[src/rtl/shkf_pkg.sv]
// Shared constants and types for the string hash key former.
// No dependencies; used by string_hash_key_former by scoped names.
package shkf_pkg;

  // Hash seed and odd multiplier
  localparam logic [63:0] HASH_SEED = 64'd525201411107845655;
  localparam logic [63:0] HASH_MULT = 64'h5bd1e9955bd1e995;
  localparam int unsigned HASH_SHIFT = 47;

  // Key layout: prefix of three characters, then eleven 6-bit groups
  localparam int unsigned GROUP_BITS   = 6;
  localparam logic [6:0]  GROUP_OFFSET = 7'd48;
  localparam int unsigned KEY_LENGTH   = 14;

  // Key character positions
  localparam logic [3:0] IDX_P     = 4'd0;
  localparam logic [3:0] IDX_W     = 4'd1;
  localparam logic [3:0] IDX_DASH  = 4'd2;
  localparam logic [3:0] IDX_LAST  = 4'(KEY_LENGTH - 1);

  // Prefix characters
  localparam logic [6:0] CHAR_P    = 7'h70;
  localparam logic [6:0] CHAR_W    = 7'h77;
  localparam logic [6:0] CHAR_DASH = 7'h2d;

  typedef logic [63:0] hash_t;
  typedef logic [3:0]  key_idx_t;

endpackage

[src/rtl/string_hash_key_former.sv]
// String hash key former: running 64-bit multiply/xorshift hash over a byte
// stream and serial emission of a 14-character key on each terminating zero.
// Depends on shkf_pkg.
//
// A nonzero byte updates the hash register when it is accepted; a zero byte
// loads its first key character into the output register on acceptance.
// Throughput: one byte per cycle while no key is pending; a zero byte occupies
// the output register for 14 words, and the input stalls until the last is taken.
// Reset (rst_n low, synchronous): hash returns to the seed, output goes empty.
module string_hash_key_former (
  input  logic        clk,
  input  logic        rst_n,
  // Input stream
  input  logic        in_tvalid,
  output logic        in_tready,
  input  logic [7:0]  in_tdata,   // [7:0] char_byte
  // Key stream
  output logic        out_tvalid,
  input  logic        out_tready,
  output logic [71:0] out_tdata,  // [6:0] key_char, [70:7] hash_value, [71] zero
  output logic        out_tlast   // key_last
);

  shkf_pkg::hash_t    running_hash_r, running_hash_nxt;
  shkf_pkg::hash_t    hash_out_r, hash_out_nxt;
  shkf_pkg::hash_t    rest_r, rest_nxt;
  shkf_pkg::key_idx_t idx_r, idx_nxt;
  logic [6:0]         key_char_r, key_char_nxt;
  logic               out_valid_r, out_valid_nxt;

  logic               in_fire, out_fire, last_fire, end_byte;
  shkf_pkg::hash_t    mixed, product, stepped;
  logic [63:0]        pp_low;
  logic [31:0]        pp_cross_a, pp_cross_b, cross_sum;
  shkf_pkg::key_idx_t idx_inc;

  // Handshakes; any new input byte waits until the last key word leaves
  assign out_fire  = out_valid_r && out_tready;
  assign last_fire = out_fire && (idx_r == shkf_pkg::IDX_LAST);
  assign in_tready = !out_valid_r || last_fire;
  assign in_fire   = in_tvalid && in_tready;
  assign end_byte  = (in_tdata == 8'd0);

  // Mix in the sign-extended byte
  assign mixed = running_hash_r ^ {{56{in_tdata[7]}}, in_tdata};

  // Product mod 2^64 from three 32x32 partial products
  assign pp_low     = 64'(mixed[31:0]) * 64'(shkf_pkg::HASH_MULT[31:0]);
  assign pp_cross_a = 32'(mixed[63:32] * shkf_pkg::HASH_MULT[31:0]);
  assign pp_cross_b = 32'(mixed[31:0] * shkf_pkg::HASH_MULT[63:32]);
  assign cross_sum  = pp_cross_a + pp_cross_b;
  assign product    = pp_low + {cross_sum, 32'd0};

  // Xorshift
  assign stepped = product ^ (product >> shkf_pkg::HASH_SHIFT);

  // Advance the running hash; restart from the seed on a terminator
  always_comb begin
    running_hash_nxt = running_hash_r;
    if (in_fire) begin
      running_hash_nxt = end_byte ? shkf_pkg::HASH_SEED : stepped;
    end
  end

  // Step the key emitter
  assign idx_inc = idx_r + 4'd1;

  always_comb begin
    out_valid_nxt = out_valid_r;
    idx_nxt       = idx_r;
    key_char_nxt  = key_char_r;
    rest_nxt      = rest_r;
    hash_out_nxt  = hash_out_r;
    if (out_fire) begin
      if (idx_r == shkf_pkg::IDX_LAST) begin
        out_valid_nxt = 1'b0;
      end else begin
        idx_nxt = idx_inc;
        case (idx_inc)
          shkf_pkg::IDX_W:    key_char_nxt = shkf_pkg::CHAR_W;
          shkf_pkg::IDX_DASH: key_char_nxt = shkf_pkg::CHAR_DASH;
          default: begin
            key_char_nxt = 7'(rest_r[shkf_pkg::GROUP_BITS-1:0]) + shkf_pkg::GROUP_OFFSET;
            rest_nxt     = rest_r >> shkf_pkg::GROUP_BITS;
          end
        endcase
      end
    end
    // Load a new key on a terminator
    if (in_fire && end_byte) begin
      out_valid_nxt = 1'b1;
      idx_nxt       = shkf_pkg::IDX_P;
      key_char_nxt  = shkf_pkg::CHAR_P;
      rest_nxt      = running_hash_r;
      hash_out_nxt  = running_hash_r;
    end
  end

  // Control state
  always_ff @(posedge clk) begin
    if (!rst_n) begin
      running_hash_r <= shkf_pkg::HASH_SEED;
      out_valid_r    <= 1'b0;
      idx_r          <= shkf_pkg::IDX_P;
    end else begin
      running_hash_r <= running_hash_nxt;
      out_valid_r    <= out_valid_nxt;
      idx_r          <= idx_nxt;
    end
  end

  // Payload
  always_ff @(posedge clk) begin
    key_char_r <= key_char_nxt;
    rest_r     <= rest_nxt;
    hash_out_r <= hash_out_nxt;
  end

  assign out_tvalid = out_valid_r;
  assign out_tdata  = {1'b0, hash_out_r, key_char_r};
  assign out_tlast  = (idx_r == shkf_pkg::IDX_LAST);

  // A terminator starts a key with its first prefix character
  a_key_start: assert property (@(posedge clk) disable iff (!rst_n)
    in_fire && end_byte |=> out_valid_r && key_char_r == shkf_pkg::CHAR_P
                            && idx_r == shkf_pkg::IDX_P)
    else $error("key did not start after terminator");

  // A terminator restarts the running hash from the seed
  a_seed_restart: assert property (@(posedge clk) disable iff (!rst_n)
    in_fire && end_byte |=> running_hash_r == shkf_pkg::HASH_SEED)
    else $error("running hash not reseeded");

  // A taken word that is not the last keeps the key going
  a_key_continue: assert property (@(posedge clk) disable iff (!rst_n)
    out_fire && idx_r != shkf_pkg::IDX_LAST |=> out_valid_r && idx_r == $past(idx_inc))
    else $error("key emission broke off early");

  // No terminator is taken while a key is still pending
  a_no_overrun: assert property (@(posedge clk) disable iff (!rst_n)
    in_fire && end_byte |-> !out_valid_r || last_fire)
    else $error("terminator accepted during key emission");

endmodule

[config.mk]
export PLATFORM = sky130hd
export DESIGN_NAME = string_hash_key_former
export DESIGN_NICKNAME = d
export VERILOG_FILES = /design/src/rtl/shkf_pkg.sv /design/src/rtl/string_hash_key_former.sv
export SDC_FILE = /design/constraint.sdc
export NUM_CORES = 2
export LEC_CHECK = 0
export ABC_AREA = 1
export BUFFER_PORTS_ARGS = -buffer_cell sky130_fd_sc_hd__buf_2
export CORE_UTILIZATION = 50
export CTS_CLUSTER_DIAMETER = 100
export CTS_CLUSTER_SIZE = 20
export DETAILED_ROUTE_END_ITERATION = 16
export PLACE_DENSITY_LB_ADDON = 0.12
export SLEW_MARGIN = 20
export SYNTH_ARGS = -nofsm -noshare
export SYNTH_HDL_FRONTEND = slang
export SYNTH_SLANG_ARGS = --single-unit
[constraint.sdc]
create_clock -name clk -period 15.3 [get_ports clk]
set_input_delay 3.06 -clock clk [delete_from_list [all_inputs] [get_ports clk]]
set_output_delay 3.06 -clock clk [all_outputs]
set_load 0.05 [all_outputs]
======== Word-level counts from Yosys, hierarchy flattened ========
Cells that the tools add are included.
word-level totals
  bits in registers ....................... 204
  bits in latches ......................... 0
  RAM bits ................................ 0
  bits in read-only memories .............. 0
  input bits .............................. 12
  memories ................................ 0
operators by class
  add/subtract/negate cells ............... 4
  multipliers ............................. 3
  divide/modulo/power cells ............... 0
  $lt $le $gt $ge ......................... 0
  eq/ne operators ......................... 5
  shift-type cells ........................ 0
  multiplexer cells ....................... 9
  bitwise logic cells ..................... 4
  reductions and logical operators ........ 14
operator list
  kind                      count
  $mux W64                  5
  $add A63 B64 Y64          1
  $mul A32 B31 Y32 const B  2
  $xor A64 B17 Y64          1
  $xor A64 B64 Y64          1
  $mul A32 B31 Y63 const B  1
  $add A32 B32 Y32          1
  $pmux W7 S2               1
  $logic_not A8 Y1          1
  $add A6 B6 Y7 const B     1
  $add A4 B1 Y4 const B     1
  $eq A4 B1 Y1 const B      1
  $eq A4 B2 Y1 const B      1
  $eq A4 B4 Y1 const B      1
  $logic_and A1 B1 Y1       4
  $ne A2 B1 Y1 const B      2
  $reduce_and A2 Y1         2
  $reduce_bool A2 Y1        2
  $reduce_or A2 Y1          2
  $mux W1                   3
  $reduce_and A3 Y1         1
  $not A1 Y1                2
  $logic_not A1 Y1          1
  $logic_or A1 B1 Y1        1

======== Longest topological paths before layout ========
  word-level depth ........................ 7
  depth in mapped cells ................... 52
  gate-level depth less buffers ........... 51

======== Worst setup path before layout ========
Ideal clock, no wire load.
  path kind ............................... in2reg
  from .................................... in in_tdata[7]
  to ...................................... reg running_hash_r[4]
  arrival ................................. 12,111 ps
  data required time ...................... 15,185 ps
  path slack .............................. 3,074 ps
  stages on the path ...................... 39
  cell sequence ........................... buf_6 buf_6 buf_2 xnor2_1 nor2_1 ha_1 fa_1 ha_1 ha_1 inv_1 fa_1 inv_1 fa_1 inv_1 fa_1 inv_1 fa_1 ha_1 [3 not listed] fa_1 inv_1 fa_1 inv_1 fa_1 ha_1 ha_1 a21oi_1 o21ai_0 a21oi_1 a21boi_0 nand3_1 a21o_1 or2_2 nand2_1 nand2_1 nand3_1 nand2_1
on the way
  longest elaborated chain between the ends .. 6
  elaborated cells on any way between the ends .. 9
  classes of those cells .................. add/sub: 2; mul: 3; mux: 1; bitwise: 2; reduce/logical: 1
ends and longest elaborated chain
  item                                 line                                                        source
  start, declared                      string_hash_key_former.sv:16                                input logic [7:0] in_tdata,
  $xor A64 B64 Y64                     string_hash_key_former.sv:45                                assign mixed = running_hash_r ^ {{56{in_tdata[7]}}, in_tdata};
  $mul A32 B31 Y32 (on tied branches)  string_hash_key_former.sv:49, string_hash_key_former.sv:50
  $add A32 B32 Y32                     string_hash_key_former.sv:51                                assign cross_sum = pp_cross_a + pp_cross_b;
  $add A63 B64 Y64                     string_hash_key_former.sv:52                                assign product = pp_low + {cross_sum, 32'd0};
  $xor A64 B17 Y64                     string_hash_key_former.sv:55                                assign stepped = product ^ (product >> shkf_pkg::HASH_SHIFT);
  $mux W64 (*)                         string_hash_key_former.sv:61                                running_hash_nxt = end_byte ? shkf_pkg::HASH_SEED : stepped;
  end signal, assigned                 string_hash_key_former.sv:102                               running_hash_r <= shkf_pkg::HASH_SEED;
  end signal, assigned                 string_hash_key_former.sv:106                               running_hash_r <= running_hash_nxt;
  end, declared                        string_hash_key_former.sv:24                                shkf_pkg::hash_t running_hash_r, running_hash_nxt;
Every way passes the cells marked *; elsewhere a longest branch is shown, timed or not.
A chain may end at the register's enable or synchronous reset.

======== Worst setup path in the final report ========
  from .................................... in in_tdata[7]
  to ...................................... reg running_hash_r[43]
Same word-level chain as after synthesis.

==> impl_metrics.json <==
{
  "die_w_um": 287,
  "finClkSkew_ns": 0.0324,
  "end_kind": "flop",
  "clk_latency_ns": 0.51,
  "r2r_start": "running_hash_r[33]",
  "stdcell_area_mm2": 0.0428,
  "dieHeight_um": 287,
  "relSlewSlack": 0.216,
  "pin_count": 87,
  "cts_sinks": 204,
  "drt_iter0_drc": 3193,
  "area_growth_pct": 5.50,
  "status": "finished, final reports clean",
  "drv_slew": 0,
  "gp_congestion": 1.06,
  "finalCriticalPeriod_ns": 14.28,
  "ys_seq_area_frac": 0.132,
  "synthCells": 4607,
  "rsz0062_at_grt": "false",
  "start_util": 0.505,
  "cts_tree": "done",
  "clkSlewWorstSetupHoldPaths_ns": 0.10,
  "cts_hold_buffers": 0,
  "arrival_ns": 14.61,
  "cpPeakStageDelay_ns": 0.86,
  "place_ws_ns": 1.00,
  "cpMostUsedCell": "fa_1",
  "worst_slew_pin_slew_ns": 1.17,
  "synth_nets": 5885,
  "wirelength_um": 164000,
  "via_per_inst": 5.46,
  "ys_types": 48,
  "timing.final.crit_share": 0.933,
  "place_area_mm2": 0.0424,
  "cts_resized": 0,
  "required_ns": 15.63,
  "synth_top_flop_cell": "edfxtp_1",
  "vias": 31348,
  "yosys_warnings": 0,
  "cts_max_path_buffers": 3,
  "syn_area_mm2": 0.0406,
  "wl_per_cell_um": 28.5,
  "crit_start": "in_tdata[7]",
  "hold_path_class": "flop to flop",
  "async_reset_ff_frac": 0,
  "worstPathMaxFanout": 29,
  "crit_path_start_kind": "input pin",
  "cts_root_buf": "clkbuf_16",
  "setup_ws_ns": 1.02,
  "r2r_slack_ns": 3.26,
  "portBuffers": 85,
  "hpwl_um": 146000,
  "crit_type": "input pin to flop",
  "cp_slowest_cell": "o21ai_0",
  "ys_ff_latch": 204,
  "post_cts_buffers": 0,
  "dr.pass1.iters": 6,
  "reg2reg_depth": 36,
  "setup_viol": 0,
  "cp-endpoint": "running_hash_r[43]",
  "grtUsageTotal": 0.404,
  "grt_pass1_wl_um": 231000,
  "synth_edf_count": 128,
  "drv_cap": 0,
  "first_global_vias": 31966,
  "rows": 104,
  "gr-total-overflow": 0,
  "grt_max_degree": 76,
  "tns_ns": 0,
  "fmax_mhz": 70.0,
  "hold_viol_final": 0,
  "fillerInstances": 7668,
  "layout-drive-gt1-share": 0.0493,
  "dieArea_mm2": 0.0823,
  "drtAntennaViolNets": 0,
  "h-tree-depth": 1,
  "numCtsBuffers": 14,
  "drc": 0,
  "coreArea_mm2": 0.0804,
  "grt_antenna_before_repair": 4,
  "r2r_end": "running_hash_r[43]",
  "syn_avg_cell_area_um2": 8.81,
  "layout.nets": 5955
}
[per-layer routing]
metal | part of all wire | routed length (um) | global-route usage | vias to the layer above
met2 | 0.44 | 71400 | 0.618 | 1403
li1 | - | - | - | 13973
met4 | 0.059 | 9630 | 0.192 | 2
met3 | 0.080 | 13100 | 0.0729 | 330
met1 | 0.42 | 69600 | 0.555 | 15640
met5 | 0.000067 | 11 | 0 | -
[state kept, by name (all words and copies together), names as in the netlist]
register        cells
key_char_r          7
out_tvalid          1
running_hash_r     64
hash_out_r         64
rest_r             64
idx_r               4
[placed cells by master (no fill, tap or decap), types with 37 or more instances in the layout]
| cell type | synthesis | final |
|---|---|---|
| ha_1 | 569 | 569 |
| nand3_1 | 102 | 102 |
| buf_4 | 5 | 59 |
| inv_1 | 1306 | 1306 |
| edfxtp_1 | 128 | 128 |
| xor2_1 | 131 | 131 |
| buf_2 | 21 | 84 |
| fa_1 | 697 | 697 |
| o21ai_0 | 120 | 120 |
| xnor2_1 | 102 | 102 |
| or2_2 | 37 | 37 |
| nand2_1 | 622 | 619 |
| dfxtp_1 | 76 | 76 |
| a21oi_1 | 199 | 199 |
| nor2_1 | 264 | 263 |
[how the worst min path moves through the flow]
stage                             from              to  slack (ns)  cells after the start
floorplan           running_hash_r[29]  hash_out_r[29]        0.40                      0
global placement    running_hash_r[37]  hash_out_r[37]        0.43                      0
detailed placement  running_hash_r[41]  hash_out_r[41]        0.43                      0
CTS                 running_hash_r[41]  hash_out_r[41]        0.44                      0
global route        running_hash_r[41]  hash_out_r[41]        0.45                      0
finish              running_hash_r[41]  hash_out_r[41]        0.44                      0
[cells by family after synthesis]
group / after synthesis / synth area share
AOI/OAI and AO/OA: 410 / 0.0556
xor gates and xnor gates: 235 / 0.0516
adders and majority gates: 1266 / 0.519
buffers and inverters: 1403 / 0.131
DFF: 204 / 0.132
other: 1 / 0.0000924
and+or+nand+nor: 1088 / 0.110
[Yosys cell counts (3+ instances only)]
master | instances | area share
inv_1 | 1306 | 0.12
fa_1 | 697 | 0.34
nand2_1 | 622 | 0.058
ha_1 | 569 | 0.18
nor2_1 | 264 | 0.024
a21oi_1 | 199 | 0.025
xor2_1 | 131 | 0.028
edfxtp_1 | 128 | 0.095
o21ai_0 | 120 | 0.015
nand3_1 | 102 | 0.013
xnor2_1 | 102 | 0.022
dfxtp_1 | 76 | 0.037
clkbuf_1 | 57 | 0.0053
or2_2 | 37 | 0.0057
buf_2 | 21 | 0.0026
nor3_1 | 15 | 0.0018
nand4_1 | 14 | 0.0022
a21o_1 | 13 | 0.0024
o21bai_1 | 13 | 0.0024
nand3b_1 | 12 | 0.0022
a31oi_1 | 11 | 0.0017
o21ai_1 | 11 | 0.0014
nand2_2 | 10 | 0.0015
inv_2 | 8 | 0.00074
o211ai_1 | 8 | 0.0015
o21a_1 | 8 | 0.0015
a21boi_0 | 7 | 0.0013
nor4_1 | 6 | 0.00092
buf_4 | 5 | 0.00092
a221oi_1 | 4 | 0.00086
a211oi_1 | 3 | 0.00055
buf_6 | 3 | 0.00083
nor2_2 | 3 | 0.00046
[final cells by class]
| class | count | area, um2 | share of cell area |
|---|---|---|---|
| inverters | 1314 | 4930 | 0.115 |
| well taps | 1060 | 1330 | 0.0310 |
| clock buffers | 21 | 398 | 0.00929 |
| clock inverters | 2 | 20.0 | 0.000467 |
| multi-input cells | 3000 | 29900 | 0.698 |
| repair buffers | 143 | 863 | 0.0202 |
| flip-flops and latches | 204 | 5370 | 0.125 |
| diodes | 2 | 5.00 | 0.000117 |
[per-stage QoR]
stage	util	hold WS [ns]	std cells
floorplan	-	0.403	4607
global placement	0.527	0.426	5721
finish	0.533	0.444	5746
detailed placement	0.527	0.429	5721
global route	0.532	0.446	5744
CTS	0.532	0.439	5744
[critical path, delay by kind of cell]
kind | cells | cell delay (ns)
simple gates | 4 | 1.15
xor+xnor | 1 | 0.29
fa+ha+maj | 15 | 5.94
compound gates | 7 | 2.84
buf+inv | 10 | 1.29
Power is left out: the tool's default activity adds up to more than one toggle a clock period on the data nets, which glitch-free logic cannot reach.
